$ cat src/design/riff_wave_pcm_parser_assert.svh
// Assertion macros for the RIFF/WAVE PCM parser.
`ifndef RIFF_WAVE_PCM_PARSER_ASSERT_SVH
`define RIFF_WAVE_PCM_PARSER_ASSERT_SVH
`ifndef ASSERT_OFF
`define RWP_ASSERT(lbl, prop, msg) \
	lbl: assert property (@(posedge clk) disable iff (!arst_n) prop) else $error(msg);
`define RWP_ASSERT_NEVER(lbl, cond, msg) \
	lbl: assert property (@(posedge clk) disable iff (!arst_n) !(cond)) else $error(msg);
`else
`define RWP_ASSERT(lbl, prop, msg)
`define RWP_ASSERT_NEVER(lbl, cond, msg)
`endif
`endif

$ cat src/design/rwp_pkg.sv
// Shared types and constants of the RIFF/WAVE PCM parser.
`default_nettype none
package rwp_pkg;

	typedef enum logic [6:0] {
		PH_HEADER = 7'b0000001,
		PH_CHDR   = 7'b0000010,
		PH_FMT    = 7'b0000100,
		PH_SKIP   = 7'b0001000,
		PH_DATA   = 7'b0010000,
		PH_PAD    = 7'b0100000,
		PH_FAIL   = 7'b1000000
	} phase_t;

	localparam logic [2:0] ST_OK         = 3'd0;
	localparam logic [2:0] ST_BAD_HEADER = 3'd1;
	localparam logic [2:0] ST_CUT_HEADER = 3'd2;
	localparam logic [2:0] ST_BAD_FMT    = 3'd3;
	localparam logic [2:0] ST_BAD_DATA   = 3'd4;
	localparam logic [2:0] ST_NO_PCM     = 3'd5;
	localparam logic [2:0] ST_NO_DATA    = 3'd6;
	localparam logic [2:0] ST_LAYOUT     = 3'd7;

	localparam logic [31:0] TAG_RIFF = 32'h52494646;
	localparam logic [31:0] TAG_WAVE = 32'h57415645;
	localparam logic [31:0] TAG_FMT  = 32'h666D7420;
	localparam logic [31:0] TAG_DATA = 32'h64617461;
	localparam logic [31:0] FMT_MIN  = 32'd16;

	typedef struct packed {
		phase_t      phase;
		logic        cut_header;
		logic [2:0]  error_code;
		logic        format_ok;
		logic        data_seen;
		logic [15:0] channels;
		logic [15:0] bits;
		logic [15:0] align;
		logic [31:0] rate;
		logic [30:0] data_length;
	} parse_info_t;

	typedef struct packed {
		logic [2:0]  status;
		logic [30:0] frame_total;
		logic [1:0]  play_format;
	} verdict_t;

endpackage
`default_nettype wire

$ cat src/design/rwp_verdict.sv
// Final verdict logic: status priority, layout check, frame count and play format.
`default_nettype none
module rwp_verdict import rwp_pkg::*; (
	input  parse_info_t info,
	output verdict_t    verdict
);

	always_comb begin
		logic       two_ch;
		logic       wide;
		logic       ch_ok;
		logic       bits_ok;
		logic [2:0] bpf;
		logic       mod_ok;
		logic       layout_ok;
		two_ch  = info.channels == 16'd2;
		wide    = info.bits == 16'd16;
		ch_ok   = (info.channels == 16'd1) || two_ch;
		bits_ok = (info.bits == 16'd8) || wide;
		case ({two_ch, wide}) inside
			2'b00:        bpf = 3'd1;
			2'b01, 2'b10: bpf = 3'd2;
			default:      bpf = 3'd4;
		endcase
		mod_ok = (info.data_length[1:0] & (bpf[1:0] - 2'd1)) == 2'd0;
		layout_ok = ch_ok && bits_ok && (info.rate != 32'd0) && !info.rate[31] &&
			(info.align == {13'd0, bpf}) && mod_ok;

		if (info.phase == PH_FAIL) verdict.status = info.error_code;
		else if (info.phase == PH_HEADER) verdict.status = ST_BAD_HEADER;
		else if (info.phase == PH_CHDR && info.cut_header) verdict.status = ST_CUT_HEADER;
		else if (info.phase == PH_FMT) verdict.status = ST_BAD_FMT;
		else if (info.phase == PH_DATA) verdict.status = ST_BAD_DATA;
		else if (!info.format_ok) verdict.status = ST_NO_PCM;
		else if (!info.data_seen) verdict.status = ST_NO_DATA;
		else if (!layout_ok) verdict.status = ST_LAYOUT;
		else verdict.status = ST_OK;

		verdict.frame_total = 31'd0;
		verdict.play_format = 2'd0;
		if (verdict.status == ST_OK) begin
			verdict.play_format = {two_ch, wide};
			case (bpf)
				3'd1:    verdict.frame_total = info.data_length;
				3'd2:    verdict.frame_total = {1'b0, info.data_length[30:1]};
				default: verdict.frame_total = {2'b00, info.data_length[30:2]};
			endcase
		end
	end

endmodule
`default_nettype wire

$ cat src/design/riff_wave_pcm_parser.sv
// Top level of the RIFF/WAVE PCM parser: input register, chunk walker and result register.
`default_nettype none
`include "riff_wave_pcm_parser_assert.svh"
// The parser takes one file byte or one end-of-stream marker per clock while
// the output is not held; only data bytes and the end marker produce a result
// transaction, so the rate is at most one transaction per clock. The chunk
// walker and verdict are combinational between the input register and the
// result register, with fmt fields gathered in staging registers. Bytes of the
// first data chunk come out as audio transactions, and the end marker yields
// one verdict transaction after which the parser is ready for a new file. A
// held result only stops the input once the input register is full as well.
module riff_wave_pcm_parser import rwp_pkg::*; (
	input  wire logic        clk,
	input  wire logic        arst_n,
	input  wire logic        in_valid,
	output logic             in_stall,
	input  wire logic        mode,
	input  wire logic [7:0]  file_byte,
	output logic             out_valid,
	input  wire logic        out_stall,
	output logic             kind,
	output logic [7:0]       audio_byte,
	output logic [2:0]       status,
	output logic [15:0]      channel_count,
	output logic [15:0]      sample_bits,
	output logic [31:0]      rate_hz,
	output logic [15:0]      frame_bytes,
	output logic [30:0]      payload_size,
	output logic [30:0]      frame_total,
	output logic [1:0]       play_format
);

	logic        in_valid_s1;
	logic        mode_s1;
	logic [7:0]  byte_s1;
	logic        advance;
	logic        fire;

	phase_t      phase_q, phase_d;
	logic [3:0]  byte_count_q, byte_count_d;
	logic [31:0] tag_q, tag_d;
	logic [31:0] len_q, len_d;
	logic        pad_q, pad_d;
	logic        format_ok_q, format_ok_d;
	logic [15:0] channels_q, channels_d;
	logic [15:0] bits_q, bits_d;
	logic [15:0] align_q, align_d;
	logic [31:0] rate_q, rate_d;
	logic        data_seen_q, data_seen_d;
	logic [30:0] data_length_q, data_length_d;
	logic [2:0]  error_q, error_d;
	logic        emit;

	logic [15:0] stage_tag_q;
	logic [15:0] stage_ch_q;
	logic [31:0] stage_rate_q;
	logic [15:0] stage_align_q;
	logic [7:0]  stage_bits_lo_q;

	logic        out_valid_q;
	logic        kind_q;
	logic [7:0]  audio_byte_q;
	logic [2:0]  status_q;
	logic [15:0] channel_count_q;
	logic [15:0] sample_bits_q;
	logic [31:0] rate_hz_q;
	logic [15:0] frame_bytes_q;
	logic [30:0] payload_size_q;
	logic [30:0] frame_total_q;
	logic [1:0]  play_format_q;

	parse_info_t info;
	verdict_t    verdict;

	assign advance  = !out_valid_q || !out_stall;
	assign fire     = in_valid_s1 && advance;
	assign in_stall = in_valid_s1 && !advance;

	always_ff @(posedge clk or negedge arst_n) begin
		if (!arst_n) begin
			in_valid_s1 <= 1'b0;
		end else if (!in_stall) begin
			in_valid_s1 <= in_valid;
		end
	end

	always_ff @(posedge clk) begin
		if (in_valid && !in_stall) begin
			mode_s1 <= mode;
			byte_s1 <= file_byte;
		end
	end

	always_comb begin
		logic [31:0] size;
		size = {byte_s1, len_q[23:0]};
		phase_d       = phase_q;
		byte_count_d  = byte_count_q;
		tag_d         = tag_q;
		len_d         = len_q;
		pad_d         = pad_q;
		format_ok_d   = format_ok_q;
		channels_d    = channels_q;
		bits_d        = bits_q;
		align_d       = align_q;
		rate_d        = rate_q;
		data_seen_d   = data_seen_q;
		data_length_d = data_length_q;
		error_d       = error_q;
		emit          = 1'b0;
		if (fire) begin
			if (mode_s1) begin
				emit          = 1'b1;
				phase_d       = PH_HEADER;
				byte_count_d  = 4'd0;
				tag_d         = 32'd0;
				len_d         = 32'd0;
				pad_d         = 1'b0;
				format_ok_d   = 1'b0;
				channels_d    = 16'd0;
				bits_d        = 16'd0;
				align_d       = 16'd0;
				rate_d        = 32'd0;
				data_seen_d   = 1'b0;
				data_length_d = 31'd0;
				error_d       = ST_OK;
			end else begin
				unique case (phase_q)
					PH_HEADER: begin
						if ((byte_count_q[3:2] == 2'b00 &&
							byte_s1 != TAG_RIFF[{~byte_count_q[1:0], 3'b000} +: 8]) ||
							(byte_count_q[3] &&
							byte_s1 != TAG_WAVE[{~byte_count_q[1:0], 3'b000} +: 8])) begin
							phase_d = PH_FAIL;
							error_d = ST_BAD_HEADER;
						end else if (byte_count_q == 4'd11) begin
							phase_d      = PH_CHDR;
							byte_count_d = 4'd0;
						end else begin
							byte_count_d = byte_count_q + 4'd1;
						end
					end
					PH_CHDR: begin
						byte_count_d = byte_count_q + 4'd1;
						if (byte_count_q[3:2] == 2'b00) begin
							tag_d = {tag_q[23:0], byte_s1};
						end else if (byte_count_q == 4'd4) begin
							len_d = {24'd0, byte_s1};
						end else begin
							len_d[{byte_count_q[1:0], 3'b000} +: 8] = byte_s1;
						end
						if (byte_count_q == 4'd7) begin
							pad_d        = size[0];
							byte_count_d = 4'd0;
							if (tag_q == TAG_FMT) begin
								if (size < FMT_MIN) begin
									phase_d = PH_FAIL;
									error_d = ST_BAD_FMT;
								end else begin
									len_d   = size - FMT_MIN;
									phase_d = PH_FMT;
								end
							end else if (tag_q == TAG_DATA && !data_seen_q) begin
								if (size == 32'd0 || size[31]) begin
									phase_d = PH_FAIL;
									error_d = ST_BAD_DATA;
								end else begin
									data_seen_d   = 1'b1;
									data_length_d = size[30:0];
									len_d         = size;
									phase_d       = PH_DATA;
								end
							end else begin
								len_d   = size;
								phase_d = (size != 32'd0) ? PH_SKIP : PH_CHDR;
							end
						end
					end
					PH_FMT: begin
						byte_count_d = byte_count_q + 4'd1;
						if (byte_count_q == 4'd15) begin
							format_ok_d  = stage_tag_q == 16'd1;
							channels_d   = stage_ch_q;
							rate_d       = stage_rate_q;
							align_d      = stage_align_q;
							bits_d       = {byte_s1, stage_bits_lo_q};
							byte_count_d = 4'd0;
							if (len_q != 32'd0) phase_d = PH_SKIP;
							else if (pad_q) phase_d = PH_PAD;
							else phase_d = PH_CHDR;
						end
					end
					PH_SKIP, PH_DATA: begin
						emit  = phase_q == PH_DATA;
						len_d = (len_q == 32'd0) ? 32'd0 : len_q - 32'd1;
						if (len_q <= 32'd1) begin
							phase_d      = pad_q ? PH_PAD : PH_CHDR;
							byte_count_d = 4'd0;
						end
					end
					PH_PAD: begin
						phase_d      = PH_CHDR;
						byte_count_d = 4'd0;
					end
					default: begin
					end
				endcase
			end
		end
	end

	always_ff @(posedge clk or negedge arst_n) begin
		if (!arst_n) begin
			phase_q       <= PH_HEADER;
			byte_count_q  <= 4'd0;
			tag_q         <= 32'd0;
			len_q         <= 32'd0;
			pad_q         <= 1'b0;
			format_ok_q   <= 1'b0;
			channels_q    <= 16'd0;
			bits_q        <= 16'd0;
			align_q       <= 16'd0;
			rate_q        <= 32'd0;
			data_seen_q   <= 1'b0;
			data_length_q <= 31'd0;
			error_q       <= ST_OK;
		end else begin
			phase_q       <= phase_d;
			byte_count_q  <= byte_count_d;
			tag_q         <= tag_d;
			len_q         <= len_d;
			pad_q         <= pad_d;
			format_ok_q   <= format_ok_d;
			channels_q    <= channels_d;
			bits_q        <= bits_d;
			align_q       <= align_d;
			rate_q        <= rate_d;
			data_seen_q   <= data_seen_d;
			data_length_q <= data_length_d;
			error_q       <= error_d;
		end
	end

	always_ff @(posedge clk) begin
		if (fire && !mode_s1 && phase_q == PH_FMT) begin
			case (byte_count_q)
				4'd0:    stage_tag_q[7:0]      <= byte_s1;
				4'd1:    stage_tag_q[15:8]     <= byte_s1;
				4'd2:    stage_ch_q[7:0]       <= byte_s1;
				4'd3:    stage_ch_q[15:8]      <= byte_s1;
				4'd4:    stage_rate_q[7:0]     <= byte_s1;
				4'd5:    stage_rate_q[15:8]    <= byte_s1;
				4'd6:    stage_rate_q[23:16]   <= byte_s1;
				4'd7:    stage_rate_q[31:24]   <= byte_s1;
				4'd12:   stage_align_q[7:0]    <= byte_s1;
				4'd13:   stage_align_q[15:8]   <= byte_s1;
				4'd14:   stage_bits_lo_q       <= byte_s1;
				default: begin
				end
			endcase
		end
	end

	always_comb begin
		info.phase       = phase_q;
		info.cut_header  = byte_count_q != 4'd0;
		info.error_code  = error_q;
		info.format_ok   = format_ok_q;
		info.data_seen   = data_seen_q;
		info.channels    = channels_q;
		info.bits        = bits_q;
		info.align       = align_q;
		info.rate        = rate_q;
		info.data_length = data_length_q;
	end

	rwp_verdict u_verdict (
		.info    (info),
		.verdict (verdict)
	);

	always_ff @(posedge clk or negedge arst_n) begin
		if (!arst_n) begin
			out_valid_q <= 1'b0;
		end else if (advance) begin
			out_valid_q <= fire && emit;
		end
	end

	always_ff @(posedge clk) begin
		if (fire && emit) begin
			kind_q          <= mode_s1;
			audio_byte_q    <= mode_s1 ? 8'd0 : byte_s1;
			status_q        <= mode_s1 ? verdict.status : ST_OK;
			channel_count_q <= mode_s1 ? channels_q : 16'd0;
			sample_bits_q   <= mode_s1 ? bits_q : 16'd0;
			rate_hz_q       <= mode_s1 ? rate_q : 32'd0;
			frame_bytes_q   <= mode_s1 ? align_q : 16'd0;
			payload_size_q  <= mode_s1 ? data_length_q : 31'd0;
			frame_total_q   <= mode_s1 ? verdict.frame_total : 31'd0;
			play_format_q   <= mode_s1 ? verdict.play_format : 2'd0;
		end
	end

	assign out_valid     = out_valid_q;
	assign kind          = kind_q;
	assign audio_byte    = audio_byte_q;
	assign status        = status_q;
	assign channel_count = channel_count_q;
	assign sample_bits   = sample_bits_q;
	assign rate_hz       = rate_hz_q;
	assign frame_bytes   = frame_bytes_q;
	assign payload_size  = payload_size_q;
	assign frame_total   = frame_total_q;
	assign play_format   = play_format_q;

	// A good verdict always carries a frame size of one, two or four bytes.
	`RWP_ASSERT(a_ok_align, (out_valid && kind && (status == ST_OK)) |-> ((frame_bytes == 16'd1) || (frame_bytes == 16'd2) || (frame_bytes == 16'd4)), "verdict ok with bad frame size")
	`RWP_ASSERT(a_audio_clean, (out_valid && !kind) |-> ((status == ST_OK) && (channel_count == 16'd0) && (frame_total == 31'd0)), "audio transaction carries verdict fields")
	`RWP_ASSERT(a_end_resets, (fire && mode_s1) |=> ((phase_q == PH_HEADER) && !data_seen_q && (error_q == ST_OK)), "parser not cleared after end of stream")
	`RWP_ASSERT(a_data_emits, (fire && !mode_s1 && (phase_q == PH_DATA)) |=> (out_valid && !kind), "data byte not passed out")
	`RWP_ASSERT_NEVER(a_fail_emits, fire && !mode_s1 && (phase_q == PH_FAIL) && emit, "byte emitted after failure")

endmodule
`default_nettype wire
$ cat config.mk
export PLATFORM = sky130hd
export DESIGN_NAME = riff_wave_pcm_parser
export DESIGN_NICKNAME = d
export VERILOG_FILES = /design/src/design/rwp_pkg.sv /design/src/design/rwp_verdict.sv /design/src/design/riff_wave_pcm_parser.sv
export VERILOG_INCLUDE_DIRS = /design/src /design/src/design
export SDC_FILE = /design/constraint.sdc
export NUM_CORES = 1
export LEC_CHECK = 0
export BUFFER_PORTS_ARGS = -buffer_cell sky130_fd_sc_hd__buf_2
export CORE_MARGIN = 2
export CORE_UTILIZATION = 25
export DETAILED_ROUTE_END_ITERATION = 16
export PLACE_DENSITY_LB_ADDON = 0.2
export SYNTH_ARGS = -nofsm -noshare
export SYNTH_HDL_FRONTEND = slang
export SYNTH_SLANG_ARGS = --single-unit
$ cat constraint.sdc
create_clock -name clk -period 11.4 [get_ports clk]
set_input_delay 1.14 -clock clk [delete_from_list [all_inputs] [get_ports clk]]
set_output_delay 1.14 -clock clk [all_outputs]
set_load 0.02 [all_outputs]
==> impl_metrics.prom <==
# TYPE chip_impl_metric gauge
chip_impl_metric{name="syn_area",unit="mm²"} 0.0201
chip_impl_metric{name="drc",unit=""} 0
chip_impl_info{name="min_to",value="tag_q[29]$_DFFE_PN0P_"} 1
chip_impl_metric{name="regToRegSetupSlack",unit="ns"} 6.42
chip_impl_metric{name="wl_per_cell",unit="µm"} 19.8
chip_impl_info{name="root_buffer",value="clkbuf_16"} 1
chip_impl_metric{name="synthXorXnorAreaFrac",unit="%"} 1.05
chip_impl_info{name="yosys-top-cells-area",value="edfxtp_1 (38%), dfrtp_1 (24%), nand2_1 (6.1%)"} 1
chip_impl_info{name="end_kind",value="flop"} 1
chip_impl_metric{name="portion_of_synthesized_cell_area_occupied_by_the_leading_cell_type",unit="%"} 37.8
chip_impl_metric{name="maximum_clock_rate",unit="MHz"} 201
chip_impl_metric{name="drv.max_cap_violation_count",unit=""} 0
chip_impl_metric{name="floorplan.die.width",unit="µm"} 288
chip_impl_metric{name="gp_weighted_congestion",unit=""} 0.894
chip_impl_metric{name="cellPowerDensity",unit="mW/mm²"} 186
chip_impl_info{name="synth_top_family_by_area",value="simple AND/OR/NAND/NOR gates"} 1
chip_impl_metric{name="core_area",unit="mm²"} 0.0793
chip_impl_metric{name="final_cell_count_no_fill",unit=""} 3096
chip_impl_info{name="run_status",value="completed"} 1
chip_impl_metric{name="htreeDepth",unit=""} 2
chip_impl_metric{name="firstDrtPassIters",unit=""} 5
chip_impl_metric{name="std_cell_rows",unit=""} 103
chip_impl_metric{name="filler_cell_count",unit=""} 8204
chip_impl_metric{name="cts-resized-gates",unit=""} 0
chip_impl_metric{name="antenna_violations_before_repair",unit=""} 3
chip_impl_metric{name="floorplan.io_pins",unit=""} 171
chip_impl_metric{name="setup-violations-final",unit=""} 0
chip_impl_metric{name="layout_worst_path_cycle_share",unit="%"} 43.7
chip_impl_metric{name="post-dp-hpwl",unit="mm"} 40.4
chip_impl_metric{name="worstSkewPairLatency",unit="ns"} 0.59
chip_impl_metric{name="netlist_instances",unit=""} 1872
chip_impl_info{name="setup.worst_path.start_class",value="flop"} 1
chip_impl_metric{name="synth.yosys.warnings",unit=""} 0
chip_impl_info{name="synth-main-ff-cell",value="edfxtp_1"} 1
chip_impl_metric{name="vias",unit=""} 15062
chip_impl_info{name="cts_tree",value="built"} 1
chip_impl_metric{name="cts_inserted_buffers",unit=""} 49
chip_impl_metric{name="gr-usage-all-layers",unit="%"} 14.6
chip_impl_info{name="synthMostInstantiatedCell",value="nand2_1"} 1
chip_impl_metric{name="synth-edff-count",unit=""} 253
chip_impl_info{name="timing.setup.critical_path_class",value="flop to flop"} 1
chip_impl_metric{name="place.detailed.instances",unit=""} 3005
chip_impl_info{name="hold_start",value="tag_q[29]$_DFFE_PN0P_"} 1
chip_impl_metric{name="path_max_fanout",unit=""} 61
chip_impl_info{name="worst_r2r_startpoint",value="bits_q[6]$_DFFE_PN0P_"} 1
chip_impl_metric{name="initial_core_util",unit="%"} 25.4
chip_impl_metric{name="design.die.area",unit="mm²"} 0.0827
chip_impl_metric{name="io_buffers",unit=""} 170
chip_impl_metric{name="clk_pin_slew",unit="ns"} 0.06
chip_impl_metric{name="fp.dieH",unit="µm"} 288
chip_impl_metric{name="netlist-cell-type-count",unit=""} 82
chip_impl_metric{name="vdd_ir_drop_max",unit="V"} 0.0000955
chip_impl_metric{name="finalClockSkew",unit="ns"} 0.0151
chip_impl_metric{name="number_of_global_route_vias_before_repair",unit=""} 14811
chip_impl_info{name="synth_top_area_cell",value="edfxtp_1"} 1
chip_impl_metric{name="pin_count_of_the_biggest_net_entering_global_routing",unit=""} 157
chip_impl_metric{name="post-route-min-period",unit="ns"} 4.98
chip_impl_info{name="r2r_end",value="frame_total[29]$_SDFFCE_PN0P_"} 1
chip_impl_metric{name="avgViaCountPerCell",unit=""} 4.86
chip_impl_metric{name="final_layout_size_suffix_gt1_share",unit="%"} 15.8
chip_impl_metric{name="static-leakage-power",unit="nW"} 9.31
chip_impl_metric{name="post_cts_setup_buffer_count",unit=""} 0
chip_impl_metric{name="setup_total_negative_slack",unit="ns"} 0
chip_impl_metric{name="relative_area_change_from_synthesis_to_final_layout",unit="%"} 17.6
chip_impl_metric{name="drt_wl_total",unit="mm"} 61.3
chip_impl_metric{name="nNetsFinal",unit=""} 2038
chip_impl_metric{name="worst_slew_margin_rel",unit="%"} 19.2
chip_impl_metric{name="reg2reg_depth",unit=""} 14
chip_impl_metric{name="synth-simple-area-share",unit="%"} 19.8
chip_impl_metric{name="cts.sink_count",unit=""} 447
chip_impl_info{name="most_instantiated_cells_after_synthesis",value="nand2_1 (327), edfxtp_1 (253), dfrtp_1 (193)"} 1
chip_impl_metric{name="synth_fp_nets",unit=""} 1904
chip_impl_metric{name="hold_viol_final",unit=""} 0
chip_impl_info{name="rsz0062_at_grt",value="no"} 1
chip_impl_metric{name="synthesis.area_per_instance",unit="µm²"} 10.7
chip_impl_metric{name="flip_flop_and_latch_count_after_synthesis",unit=""} 447
chip_impl_metric{name="worst_pin_slew",unit="ns"} 1.21
chip_impl_metric{name="first_iter_violations",unit=""} 1135
chip_impl_metric{name="dpl-instance-area",unit="mm²"} 0.0221
chip_impl_metric{name="deepest_clock_path_buffer_count",unit=""} 3
chip_impl_metric{name="postRouteAntennaNets",unit=""} 0
chip_impl_metric{name="finish.instance_area",unit="mm²"} 0.0237
chip_impl_metric{name="synth_sequential_area_ratio",unit="%"} 61.9
chip_impl_metric{name="async_set_or_reset_register_ratio_after_synthesis",unit="%"} 43.4
chip_impl_info{name="hold_path.class",value="flop to flop"} 1
chip_impl_metric{name="grt_pass1_wl",unit="mm"} 92.9
chip_impl_metric{name="synth_adder_area_share",unit="%"} 1.18
chip_impl_metric{name="required",unit="ns"} 11.82
chip_impl_metric{name="critical_path_at",unit="ns"} 5.40
chip_impl_metric{name="gr-total-overflow",unit=""} 0
chip_impl_metric{name="slew_viol_final",unit=""} 0
chip_impl_metric{name="synth_compound_area_share",unit="%"} 12.7
chip_impl_metric{name="cts-hold-fix-buffers",unit=""} 0
chip_impl_metric{name="synth.mux.area_fraction",unit="%"} 0.380
chip_impl_metric{name="min_path_cells",unit=""} 2
[where the power goes]
group	internal, mW	switching (mW)
clock network	0.866	0.655
registers	1.84	0.109
logic	0.289	0.650
total	2.99	1.41
[layout make-up]
| type | count | area, µm² | share of cell area, % |
|---|---|---|---|
| clock buffer | 73 | 1430 | 6.04 |
| timing repair buffer | 204 | 1130 | 4.77 |
| tap | 1050 | 1310 | 5.55 |
| antenna | 2 | 5.00 | 0.0212 |
| sequential | 447 | 12500 | 52.7 |
| inverter | 27 | 104 | 0.439 |
| multi-input combinational | 1277 | 7120 | 30.1 |
| clock inverter | 16 | 101 | 0.429 |
[metal layers]
metal / global-route usage [%] / share of wire, %
met1: 19.1 / 43
met2: 24.7 / 49
met3: 2.43 / 5.3
met4: 4.82 / 2.7
met5: 0 / 0.021
[how the worst max path moves through the flow]
stage                           from                             to  slack, ns  cells past startpoint
2_1_floorplan              out_stall    audio_byte[0]$_SDFFCE_PP0P_       2.80                      3
3_5_place_dp   bits_q[6]$_DFFE_PN0P_  frame_total[29]$_SDFFCE_PN0P_       6.41                     14
4_1_cts        bits_q[6]$_DFFE_PN0P_  frame_total[29]$_SDFFCE_PN0P_       6.38                     14
5_1_grt        bits_q[6]$_DFFE_PN0P_  frame_total[29]$_SDFFCE_PN0P_       6.10                     14
3_3_place_gp   bits_q[6]$_DFFE_PN0P_  frame_total[29]$_SDFFCE_PN0P_       6.61                     14
6_report       bits_q[6]$_DFFE_PN0P_  frame_total[29]$_SDFFCE_PN0P_       6.42                     14
[state kept, by name, summed over array words and instances, names as in the netlist, 4 cells and up]
| register | cells |
|---|---|
| align_q | 16 |
| audio_byte | 8 |
| bits_q | 16 |
| byte_count_q | 4 |
| byte_s1 | 8 |
| channel_count | 16 |
| channels_q | 16 |
| data_length_q | 31 |
| frame_bytes | 16 |
| frame_total | 31 |
| len_q | 32 |
| payload_size | 31 |
| phase_q | 7 |
| rate_hz | 32 |
| rate_q | 32 |
| sample_bits | 16 |
| stage_align_q | 16 |
| stage_bits_lo_q | 8 |
| stage_ch_q | 16 |
| stage_rate_q | 32 |
| stage_tag_q | 16 |
| tag_q | 32 |
[through the flow]
stage	worst slack (ns)	utilization [%]	hold slack, ns	power [mW]
after floorplan	2.80	-	0.424	2.58
after global placement	6.61	27.9	0.462	2.91
after detailed placement	6.41	27.9	0.472	2.91
after CTS	6.38	29.8	0.485	4.46
after global routing	6.10	29.8	0.519	4.64
final	6.42	29.8	0.481	4.41
[worst max-delay path: stages (launching register included)]
cell and delay [ns]:
dfrtp_1 0.39, nor4_1 0.34, nand4_1 0.30, or3b_2 0.59, inv_1 0.08, ha_2 0.15
buf_4 0.48, xnor2_1 0.20, o2111ai_1 0.15, nor4_1 0.55, a211oi_1 0.16, a2111oi_0 0.57
nand4_1 0.28, buf_4 0.35, nor3_1 0.20
[cell usage in the layout (no fill, tap or decap), drive strengths merged, types with 9 or more instances in the layout]
master  instances
nor3           44
a22oi          51
edfxtp        253
a21oi          72
clkinv         11
nand3          22
buf           203
o21ai         185
nand4          31
xnor2          16
nand2         328
or4            14
o31ai          11
dfrtp         193
ha             19
a22o            9
nor4           44
and2          116
o221ai         11
inv            29
nor2          147
clkbuf         74
[cell families after synthesis]
logic type	Yosys count
flops	447
buf+inv	148
mux	7
compound gates	412
xor+xnor	24
simple gates	815
fa+ha+maj	19
Note: power is estimated with default switching activity, not from simulation.
